## src/rtl/stq_pkg.sv

```systemverilog
// Shared types and codes for the sorted timer queue.
package stq_pkg;

    localparam int DL_W  = 32;
    localparam int ID_W  = 8;
    localparam int ST_W  = 2;
    localparam int POS_W = 4;
    localparam int CNT_W = 5;

    // Result status codes
    localparam logic [ST_W-1:0] ST_DONE      = 2'd0;
    localparam logic [ST_W-1:0] ST_NOT_FOUND = 2'd1;
    localparam logic [ST_W-1:0] ST_FULL      = 2'd2;

    // Request modes
    localparam logic MODE_INSERT = 1'b0;
    localparam logic MODE_DELETE = 1'b1;

    typedef struct packed {
        logic            mode;
        logic [DL_W-1:0] deadline;
        logic [ID_W-1:0] timer_id;
    } req_t;

    typedef struct packed {
        logic [ST_W-1:0]  status;
        logic [POS_W-1:0] position;
        logic [CNT_W-1:0] entry_count;
    } rsp_t;

    // One table slot
    typedef struct packed {
        logic [DL_W-1:0] deadline;
        logic [ID_W-1:0] timer_id;
    } entry_t;

endpackage

```

## src/rtl/stq_store.sv

```systemverilog
// Slot memory: one write port, one read port with registered read data.
module stq_store #(
    parameter int DEPTH = 16
) (
    input  logic                     clk,
    input  logic                     we,
    input  logic [$clog2(DEPTH)-1:0] waddr,
    input  stq_pkg::entry_t          wdata,
    input  logic                     re,
    input  logic [$clog2(DEPTH)-1:0] raddr,
    output stq_pkg::entry_t          rdata
);
    import stq_pkg::*;

    entry_t mem [DEPTH];

    // Write port
    always_ff @(posedge clk)
    begin
        if (we)
        begin
            mem[waddr] <= wdata;
        end
    end

    // Read port, data valid the cycle after the address
    always_ff @(posedge clk)
    begin
        if (re)
        begin
            rdata <= mem[raddr];
        end
    end

endmodule

```

## src/rtl/sorted_timer_queue.sv

```systemverilog
// Per request: scan to the slot, shift the rest, write (insert only); a full table answers
// without a scan.
// A new beat is taken only once the previous response is issued; a stalled response holds the sequencer.
// Scan and shift share the slot memory read port, one slot a cycle; the compare unit serves the scan.
// Reset: rst_n clears the count, sequencer and response valid; slot contents are not cleared.
// Top level: sorted table of timers with insert and delete by id.
module sorted_timer_queue #(
    parameter int DEPTH = 16
) (
    input  logic          clk,
    input  logic          rst_n,
    input  logic          req_valid,
    output logic          req_ready,
    input  stq_pkg::req_t req,
    output logic          rsp_valid,
    input  logic          rsp_ready,
    output stq_pkg::rsp_t rsp
);
    import stq_pkg::*;

    localparam int IW = $clog2(DEPTH);
    localparam int CW = $clog2(DEPTH + 1);

    localparam logic [2:0] S_IDLE   = 3'd0;
    localparam logic [2:0] S_SCAN   = 3'd1;
    localparam logic [2:0] S_SHIFT  = 3'd2;
    localparam logic [2:0] S_WRITE  = 3'd3;
    localparam logic [2:0] S_FINISH = 3'd4;

    logic [2:0]      state_reg, state_next;
    logic [CW-1:0]   count_reg, count_next;
    logic [CW-1:0]   scan_reg, scan_next;
    logic            dv_reg, dv_next;
    logic [IW-1:0]   chk_reg, chk_next;
    logic [CW-1:0]   mv_reg, mv_next;
    logic [IW-1:0]   src_reg, src_next;
    logic [CW-1:0]   pos_reg, pos_next;
    logic [ST_W-1:0] st_reg, st_next;
    req_t            item_reg, item_next;
    rsp_t            rsp_reg, rsp_next;
    logic            rsp_valid_reg, rsp_valid_next;

    logic            mem_we;
    logic [IW-1:0]   mem_waddr;
    entry_t          mem_wdata;
    logic            mem_re;
    logic [IW-1:0]   mem_raddr;
    entry_t          mem_rdata;

    logic            hit;
    logic [CW-1:0]   found_pos;

    stq_store #(.DEPTH(DEPTH)) u_store (
        .clk   (clk),
        .we    (mem_we),
        .waddr (mem_waddr),
        .wdata (mem_wdata),
        .re    (mem_re),
        .raddr (mem_raddr),
        .rdata (mem_rdata)
    );

    // Compare unit used by the scan: checks the slot just read against the item
    always_comb
    begin
        if (item_reg.mode == MODE_DELETE)
        begin
            hit = dv_reg && (mem_rdata.timer_id == item_reg.timer_id);
        end
        else
        begin
            hit = dv_reg && !(mem_rdata.deadline < item_reg.deadline);
        end
        found_pos = hit ? CW'(chk_reg) : count_reg;
    end

    assign req_ready = (state_reg == S_IDLE);
    assign rsp_valid = rsp_valid_reg;
    assign rsp       = rsp_reg;

    // Sequencer
    always_comb
    begin
        state_next     = state_reg;
        count_next     = count_reg;
        scan_next      = scan_reg;
        dv_next        = 1'b0;
        chk_next       = chk_reg;
        mv_next        = mv_reg;
        src_next       = src_reg;
        pos_next       = pos_reg;
        st_next        = st_reg;
        item_next      = item_reg;
        rsp_next       = rsp_reg;
        rsp_valid_next = rsp_valid_reg;
        mem_we         = 1'b0;
        mem_waddr      = '0;
        mem_wdata      = mem_rdata;
        mem_re         = 1'b0;
        mem_raddr      = '0;

        // response taken downstream
        if (rsp_valid_reg && rsp_ready)
        begin
            rsp_valid_next = 1'b0;
        end

        unique case (state_reg)
            S_IDLE:
            begin
                if (req_valid)
                begin
                    item_next = req;
                    scan_next = '0;
                    if (req.mode == MODE_INSERT && count_reg == CW'(DEPTH))
                    begin
                        st_next    = ST_FULL;
                        pos_next   = '0;
                        state_next = S_FINISH;
                    end
                    else
                    begin
                        state_next = S_SCAN;
                    end
                end
            end

            S_SCAN:
            begin
                if (hit || (!dv_reg && scan_reg == count_reg))
                begin
                    if (item_reg.mode == MODE_DELETE && !hit)
                    begin
                        st_next    = ST_NOT_FOUND;
                        pos_next   = '0;
                        state_next = S_FINISH;
                    end
                    else
                    begin
                        st_next  = ST_DONE;
                        pos_next = found_pos;
                        if (item_reg.mode == MODE_INSERT)
                        begin
                            mv_next  = count_reg - found_pos;
                            src_next = IW'(count_reg - CW'(1));
                        end
                        else
                        begin
                            mv_next  = count_reg - found_pos - CW'(1);
                            src_next = IW'(found_pos + CW'(1));
                        end
                        state_next = S_SHIFT;
                    end
                end
                else if (scan_reg != count_reg)
                begin
                    // issue the next slot read
                    mem_re    = 1'b1;
                    mem_raddr = scan_reg[IW-1:0];
                    dv_next   = 1'b1;
                    chk_next  = scan_reg[IW-1:0];
                    scan_next = scan_reg + CW'(1);
                end
            end

            S_SHIFT:
            begin
                // move the slot read last cycle one place up or down
                if (dv_reg)
                begin
                    mem_we    = 1'b1;
                    mem_wdata = mem_rdata;
                    if (item_reg.mode == MODE_INSERT)
                    begin
                        mem_waddr = chk_reg + IW'(1);
                    end
                    else
                    begin
                        mem_waddr = chk_reg - IW'(1);
                    end
                end
                if (mv_reg != '0)
                begin
                    mem_re    = 1'b1;
                    mem_raddr = src_reg;
                    dv_next   = 1'b1;
                    chk_next  = src_reg;
                    mv_next   = mv_reg - CW'(1);
                    if (item_reg.mode == MODE_INSERT)
                    begin
                        src_next = src_reg - IW'(1);
                    end
                    else
                    begin
                        src_next = src_reg + IW'(1);
                    end
                end
                else if (!dv_reg)
                begin
                    if (item_reg.mode == MODE_INSERT)
                    begin
                        state_next = S_WRITE;
                    end
                    else
                    begin
                        count_next = count_reg - CW'(1);
                        state_next = S_FINISH;
                    end
                end
            end

            S_WRITE:
            begin
                mem_we             = 1'b1;
                mem_waddr          = pos_reg[IW-1:0];
                mem_wdata.deadline = item_reg.deadline;
                mem_wdata.timer_id = item_reg.timer_id;
                count_next         = count_reg + CW'(1);
                state_next         = S_FINISH;
            end

            S_FINISH:
            begin
                // wait for the response register to be free
                if (!rsp_valid_reg || rsp_ready)
                begin
                    rsp_next.status      = st_reg;
                    rsp_next.position    = POS_W'(pos_reg);
                    rsp_next.entry_count = CNT_W'(count_reg);
                    rsp_valid_next       = 1'b1;
                    state_next           = S_IDLE;
                end
            end

            default:
            begin
                state_next = S_IDLE;
            end
        endcase
    end

    // Control registers
    always_ff @(posedge clk or negedge rst_n)
    begin
        if (!rst_n)
        begin
            state_reg     <= S_IDLE;
            count_reg     <= '0;
            dv_reg        <= 1'b0;
            rsp_valid_reg <= 1'b0;
        end
        else
        begin
            state_reg     <= state_next;
            count_reg     <= count_next;
            dv_reg        <= dv_next;
            rsp_valid_reg <= rsp_valid_next;
        end
    end

    // Working and payload registers
    always_ff @(posedge clk)
    begin
        scan_reg <= scan_next;
        chk_reg  <= chk_next;
        mv_reg   <= mv_next;
        src_reg  <= src_next;
        pos_reg  <= pos_next;
        st_reg   <= st_next;
        item_reg <= item_next;
        rsp_reg  <= rsp_next;
    end

endmodule

```

## config.mk

```make
export PLATFORM = sky130hd
export DESIGN_NAME = sorted_timer_queue
export DESIGN_NICKNAME = d
export VERILOG_FILES = /design/src/rtl/stq_pkg.sv /design/src/rtl/stq_store.sv /design/src/rtl/sorted_timer_queue.sv
export SDC_FILE = /design/constraint.sdc
export NUM_CORES = 1
export LEC_CHECK = 0
export BUFFER_PORTS_ARGS = -buffer_cell sky130_fd_sc_hd__buf_2
export CAP_MARGIN = 20
export CELL_PAD_IN_SITES_DETAIL_PLACEMENT = 1
export CELL_PAD_IN_SITES_GLOBAL_PLACEMENT = 1
export CORE_MARGIN = 2
export CORE_UTILIZATION = 41
export DETAILED_ROUTE_END_ITERATION = 6
export GPL_TIMING_DRIVEN = 0
export PLACE_DENSITY_LB_ADDON = 0.1
export SYNTH_ARGS = -nofsm -noshare
export SYNTH_HDL_FRONTEND = slang
export SYNTH_SLANG_ARGS = --single-unit
```

## constraint.sdc

```tcl
create_clock -name clk -period 4.4 [get_ports clk]
set_input_delay 1.1 -clock clk [delete_from_list [all_inputs] [get_ports clk]]
set_output_delay 1.1 -clock clk [all_outputs]
set_load 0.005 [all_outputs]
```

======== Yosys cells after proc, flatten, opt, wreduce, memory -nomap -nowiden ========
Memories as Yosys holds them, arrays and structs flattened. A register that Yosys moved wholly into a read port is not among the register bits.
Cells that the tools add are included.
operators by class
  $add $sub $neg .......................... 11
  order comparisons ....................... 1
  eq/ne operators ......................... 19
  muxes and demuxes ....................... 63
  bitwise gates (word level) .............. 1
  reduce and logical (&&, ||, !) cells .... 25
operator list
  operator               number
  $mux W4                17
  $mux W5                11
  $mux W40               1
  $pmux W4 S2            5
  $lt A32 B32 Y1         1
  $pmux W5 S2            3
  $mux W3                8
  $ne A2 B2 Y1 const B   10
  $reduce_and A4 Y1      5
  $pmux W3 S5            1
  $sub A5 B1 Y5 const B  3
  $add A4 B1 Y4 const B  3
  $mux W1                11
  $add A5 B1 Y5 const B  2
  $eq A8 B8 Y1           1
  $sub A4 B1 Y4 const B  2
  $eq A3 B2 Y1 const B   2
  $logic_and A1 B1 Y1    6
  $mux W2                3
  $reduce_bool A2 Y1     3
  $eq A5 B5 Y1           1
  $eq A5 B5 Y1 const B   1
  $ne A5 B5 Y1           1
  $reduce_and A5 Y1      1
  other kinds (12)       18
storage, ports and cells
  register bits ........................... 86
  bits in writable memories ............... 640
  input bits .............................. 45
  output and inout port bits .............. 13
  word-level logic and storage cells ...... 137
  memories kept ........................... 1
memory list
  memory       depth  width  read ports  clocked after Yosys merged registers in  write ports  line             RTL
  u_store.mem  16     40     1           1                                        1            stq_store.sv:15  entry_t mem [DEPTH];

======== Longest topological paths before layout ========
  word-level depth ........................ 11
  mapped depth ............................ 19
  depth with buffers taken out ............ 18

======== Hierarchy ========
A second synthesis with hierarchy kept.
second synthesis, totals
  cell total of the unflattened synthesis .. 1,605
  area total of the unflattened synthesis .. 30,954.7 sq um
modules (own cells, without submodules)
  module              times used  cells each  area an instance (sq um)  sequential area each (sq um)
  stq_store           1           1,040       25,530.7                  20,419.6
  sorted_timer_queue  1           565         5,424.0                   2,532.4

======== Worst setup path before layout ========
No wires, ideal clock.
  path kind ............................... register -> register
  start point ............................. register, netlist name u_store.rdata[18]
  end point ............................... register mv_reg[4], data pin
  data arrival time ....................... 4.018 ns
  data required time ...................... 4.141 ns
  slack ................................... 0.124 ns
  stages on the path, launching flop included .. 19
  buffers on the path ..................... 1
  clock period less this slack ............ 4.276 ns
  path through ............................ edfxtp_1 ha_1 a211oi_1 a211oi_1 a2111oi_2 o2111ai_1 o21ai_1 clkbuf_1 mux2i_1 inv_1 ha_1 inv_1 fa_1 maj3_1 a21oi_1 xnor2_1 o21ai_0 o31a_1 o31a_1
between the ends
  longest elaborated chain between the ends .. 11
ends and longest elaborated chain
  element                 line                                                  RTL
  $lt A32 B32 Y1 *        sorted_timer_queue.sv:72                              hit = dv_reg && !(mem_rdata.deadline < item_reg.deadline);
  $logic_not A1 Y1 *      sorted_timer_queue.sv:72
  $logic_and A1 B1 Y1 *   sorted_timer_queue.sv:72
  $mux W1 *               sorted_timer_queue.sv:66                              if (item_reg.mode == MODE_DELETE)
  $mux W5 *               sorted_timer_queue.sv:74                              found_pos = hit ? CW'(chk_reg) : count_reg;
  via found_pos[0]        sorted_timer_queue.sv:51                              logic [CW-1:0] found_pos;
  $sub A5 B5 Y5 *         sorted_timer_queue.sv:144, sorted_timer_queue.sv:149
  $sub A5 B1 Y5           sorted_timer_queue.sv:149                             mv_next = count_reg - found_pos - CW'(1);
  $mux W5 *               sorted_timer_queue.sv:142                             if (item_reg.mode == MODE_INSERT)
  $mux W5 *               sorted_timer_queue.sv:132                             if (item_reg.mode == MODE_DELETE && !hit)
  $mux W5 *               sorted_timer_queue.sv:130                             if (hit || (!dv_reg && scan_reg == count_reg))
  $pmux W5 S2 *           sorted_timer_queue.sv:108                             unique case (state_reg)
  via mv_next[4]          sorted_timer_queue.sv:35                              logic [CW-1:0] mv_reg, mv_next;
  end signal: assignment  sorted_timer_queue.sv:266                             mv_reg <= mv_next;
  end: declaration        sorted_timer_queue.sv:35
Mark *: on every way through the listed nets, which the timed path passes. The rest lies on a longest branch. The select of a mux whose other input is x is not followed.
A chain may end at the register's enable or synchronous reset.

======== Final worst setup path ========
  start point ............................. register, netlist name u_store.rdata[23]
  end point ............................... register mv_reg[4], data pin
between the ends
  longest elaborated chain between the ends .. 11
ends and longest elaborated chain
  element                line
  $lt A32 B32 Y1 *       sorted_timer_queue.sv:72
  $logic_not A1 Y1 *     sorted_timer_queue.sv:72
  $logic_and A1 B1 Y1 *  sorted_timer_queue.sv:72
  $mux W1 *              sorted_timer_queue.sv:66
  $mux W5 *              sorted_timer_queue.sv:74
  via found_pos[0]       sorted_timer_queue.sv:51
  $sub A5 B5 Y5 *        sorted_timer_queue.sv:144, sorted_timer_queue.sv:149
  $sub A5 B1 Y5          sorted_timer_queue.sv:149
  $mux W5 *              sorted_timer_queue.sv:142
  $mux W5 *              sorted_timer_queue.sv:132
  $mux W5 *              sorted_timer_queue.sv:130
  $pmux W5 S2 *          sorted_timer_queue.sv:108
  via mv_next[4]         sorted_timer_queue.sv:35
Marked as above.

==> out/qor.log <==
qor: cells_and_area.stdcell_count 3639
qor: floorplan.die-area 81100 sq um
qor: setup_path.critical_path.max_fanout 4
qor: timing.slew_headroom 0.280
qor: power.total_power_after_layout 29.9 mW
qor: setup_path.crit_end_category register
qor: place.gp_congestion 0.857
qor: drt.ant_nets 0
qor: clock_tree.clk_pin_slew_worst_paths 0.06 ns
qor: synthesis.synthDominantCellAreaShare 0.703
qor: clock_tree.cts_root_buffer sky130_fd_sc_hd__clkbuf_16
qor: place.dpl.hpwl 65200 um
qor: synthesis.synth_compound_area_frac 0.0936
qor: synthesis.post-synth-top-count-cell sky130_fd_sc_hd__edfxtp_1
qor: place.numPlacedInstances 3422
qor: synthesis.synth_fp_nets 2366
qor: synthesis.synthArstFlopShare 0.0131
qor: drt.drt-pass1-iter-count 5
qor: floorplan.starting_density 0.416
qor: setup_path.critPathKind register to register
qor: synthesis.netlist_instances 2274
qor: setup_path.crit_path_start_kind register
qor: hold_path.min_path_type primary input to asynchronous set/reset pin
qor: drt.routed_via_density 5.83
qor: synthesis.yosys-top-cells-count sky130_fd_sc_hd__edfxtp_1 (756), sky130_fd_sc_hd__o21ai_0 (171), sky130_fd_sc_hd__nand3_1 (169)
qor: drt.routed_wirelength 99200 um
qor: timing.final_worst_path_period_need 4.42 ns
qor: grt.grt_pass1_vias 22245
qor: drt.drt-wirelength-per-cell 27.3 um
qor: timing.achievable-frequency 0.226 GHz
qor: setup_path.worst_ep_required_time 4.77 ns
qor: synthesis.synth_mux_area_frac 0.0512
qor: grt.grt.overflow.total 0
qor: floorplan.num_io_pins 58
qor: timing.tightest_slew 1.07 ns
qor: synthesis.synth-seq-cells 766
qor: setup_path.arrival 4.79 ns
qor: floorplan.die-width 285 um
qor: timing.post-route-period-util 1.00
qor: synthesis.netlist_area 32300 sq um
qor: cells_and_area.largest_register_ffs 640
qor: place.placement.setup.worst_slack -2.43 ns
qor: clock_tree.cts_max_level 3
qor: setup_path.ff2ff_path_depth 19
qor: timing.finalClockSkew 0.0193 ns
qor: timing.hold_violation_total_from_the_final_report 0
qor: synthesis.avgSynthCellArea 14.2 sq um
qor: cells_and_area.areaGrowthSynthToFinish 21.9%
qor: status.status finished with violations
qor: grt.grt_first_pass_wirelength 143000 um
qor: drt.drt_iter0_drc 1590
qor: synthesis.synth_simple_gate_area_share 0.0876
qor: synthesis.synth_enable_flop_cells 756
qor: synthesis.post_synth_fa_ha_maj_area_fraction 0.0192
qor: power.p_per_area 760 nW/um^2
qor: floorplan.std_cell_rows 102
qor: timing.grt_setup_unrepaired yes
qor: synthesis.synth.largest_area_cell sky130_fd_sc_hd__edfxtp_1
qor: cells_and_area.finalNetCount 2620
qor: synthesis.synth_seq_area_share 0.710
qor: synthesis.ys_types 56
qor: clock_tree.clock_sink_count 766
qor: grt.gr-usage-all-layers 0.238
qor: drt.num_vias 21204
qor: clock_tree.clk-insertion-delay-late 0.64 ns
qor: grt.antenna_violations_before_repair 0
qor: power.p_leak 14.0 nW
qor: synthesis.largest_family_of_logic_cells_by_synthesized_area compound AO/OA/AOI/OAI gates
qor: clock_tree.cts_inserted_buffers 85
qor: synthesis.synth.yosys.warnings 0
qor: clock_tree.cts_tree done
qor: timing.finalWorstSetupSlack -0.0158 ns
qor: synthesis.synth.top_cells.by_area sky130_fd_sc_hd__edfxtp_1 (70%), sky130_fd_sc_hd__mux2i_1 (5.1%), sky130_fd_sc_hd__a211oi_1 (3.9%)
qor: timing.setup_total_negative_slack -0.0158 ns
qor: cells_and_area.drive_above_1_share 0.216
qor: synthesis.synth_flop_cell sky130_fd_sc_hd__edfxtp_1
qor: clock_tree.clock_path_buffers 3
qor: timing.timing.final.max_slew_violations 0
qor: job.drv.max_cap_violation_count 0
qor: grt.pin_count_of_the_biggest_net_entering_global_routing 26
qor: timing.report.final.setup_viol 1
qor: drt.route.detailed.drc 0
qor: place.placement.io_buffers 57
qor: floorplan.die_h 285 um
qor: power.vdd_ir_drop_max 0.000327 V
qor: status.violations negative setup slack
qor: synthesis.xor_xnor_share_of_the_synthesized_area 0.0103
qor: floorplan.coreArea 77700 sq um
## power breakdown
| part | internal [mW] | leakage, nW | switching (mW) |
|---|---|---|---|
| combinational | 4.76 | 5.74 | 7.69 |
| sequential | 10.2 | 6.98 | 0.395 |
| clock | 4.00 | 1.31 | 2.91 |
| total | 18.9 | 14.0 | 11.0 |
## stage by stage
step                utilization  cell area (sq um)  hold slack [ns]
floorplan                     -              32300            0.400
global placement          0.436              33900            0.405
finish                    0.507              39400            0.330
global route              0.507              39400            0.337
detailed placement        0.446              34700            0.407
CTS                       0.492              38200            0.312
## worst paths after layout
check	start	to	slack, ns
min	rst_n	dv_reg	0.33
max	u_store.rdata[23]	mv_reg[4]	-0.02
min reg2reg	st_reg[0]	rsp[9]	0.43
max in group asynchronous	rst_n	count_reg[0]	3.85
min in group clk	st_reg[0]	rsp[9]	0.43
max reg2reg	u_store.rdata[23]	mv_reg[4]	-0.02
## critical path: stages (launching register included)
cell                        delay (ns)
sky130_fd_sc_hd__edfxtp_1         0.45
sky130_fd_sc_hd__ha_4             0.33
sky130_fd_sc_hd__nand4_1          0.23
sky130_fd_sc_hd__a211oi_2         0.38
sky130_fd_sc_hd__a2111oi_4        0.06
sky130_fd_sc_hd__buf_4            0.18
sky130_fd_sc_hd__o2111ai_4        0.24
sky130_fd_sc_hd__o21ai_4          0.12
sky130_fd_sc_hd__clkbuf_16        0.17
sky130_fd_sc_hd__mux2i_4          0.19
sky130_fd_sc_hd__inv_2            0.09
sky130_fd_sc_hd__ha_1             0.16
sky130_fd_sc_hd__inv_2            0.05
sky130_fd_sc_hd__fa_2             0.35
sky130_fd_sc_hd__maj3_2           0.33
sky130_fd_sc_hd__a21oi_2          0.15
sky130_fd_sc_hd__xnor2_1          0.15
sky130_fd_sc_hd__o21ai_2          0.09
sky130_fd_sc_hd__o31a_1           0.12
sky130_fd_sc_hd__o31a_1           0.29
## layer usage
metal / wire (um) / share of wire / global-route usage / vias up
li1: - / - / - / 9441
met1: 42400 / 0.43 / 0.315 / 11020
met2: 48300 / 0.49 / 0.396 / 561
met3: 4660 / 0.047 / 0.0295 / 182
met4: 3790 / 0.038 / 0.102 / 0
met5: 0 / 0 / 0 / -
## cell usage in the layout (no fill, tap or decap), types with 9 or more instances in the layout
master,instances
sky130_fd_sc_hd__a211oi_1,148
sky130_fd_sc_hd__a211oi_2,19
sky130_fd_sc_hd__a21oi_1,26
sky130_fd_sc_hd__buf_12,39
sky130_fd_sc_hd__buf_2,67
sky130_fd_sc_hd__buf_4,74
sky130_fd_sc_hd__buf_6,19
sky130_fd_sc_hd__buf_8,9
sky130_fd_sc_hd__clkbuf_1,72
sky130_fd_sc_hd__clkbuf_16,98
sky130_fd_sc_hd__clkbuf_2,53
sky130_fd_sc_hd__clkbuf_4,13
sky130_fd_sc_hd__clkinv_1,21
sky130_fd_sc_hd__clkinv_2,10
sky130_fd_sc_hd__dfrtp_1,10
sky130_fd_sc_hd__edfxtp_1,756
sky130_fd_sc_hd__ha_1,40
sky130_fd_sc_hd__inv_1,41
sky130_fd_sc_hd__mux2i_1,154
sky130_fd_sc_hd__nand2_1,116
sky130_fd_sc_hd__nand3_1,169
sky130_fd_sc_hd__nand4_1,9
sky130_fd_sc_hd__nor2_1,35
sky130_fd_sc_hd__nor2_4,17
sky130_fd_sc_hd__nor3_1,89
sky130_fd_sc_hd__o21ai_0,84
sky130_fd_sc_hd__o21ai_1,95
sky130_fd_sc_hd__o21ai_2,24
sky130_fd_sc_hd__o21ai_4,9
sky130_fd_sc_hd__o22ai_1,39
sky130_fd_sc_hd__or4_1,42
sky130_fd_sc_hd__or4_4,41
sky130_fd_sc_hd__xnor2_1,24
sky130_fd_sc_hd__xor2_1,14
## logic make-up (layout without fill, tap and decap cells)
logic type / Yosys count / count (layout)
xor+xnor: 38 / 38
simple gates: 554 / 555
buf+inv: 218 / 541
compound gates: 485 / 485
mux: 165 / 165
other cells: 0 / 1
flops: 766 / 766
fa+ha+maj: 48 / 48
## layout make-up
type | count | area (sq um)
multi-input combinational | 1291 | 9370
inverter | 44 | 165
buffer | 169 | 1190
timing repair buffer | 171 | 1710
fill | 7487 | 38300
sequential | 766 | 23000
tap | 1040 | 1300
clock inverter | 40 | 288
antenna | 1 | 2.50
clock buffer | 117 | 2400
## repair_timing
| item | 4_1_cts | 5_1_grt |
|---|---|---|
| pin swaps | 22 | 52 |
| hold buffers | 0 | 0 |
| buffers inserted | 25 | 30 |
| hold endpoints to repair | 0 | 0 |
| resized for setup | 212 | 281 |
| cloned | 0 | 8 |
| setup endpoints to repair | 282 | 42 |
Power figures use the tool's default switching activity.
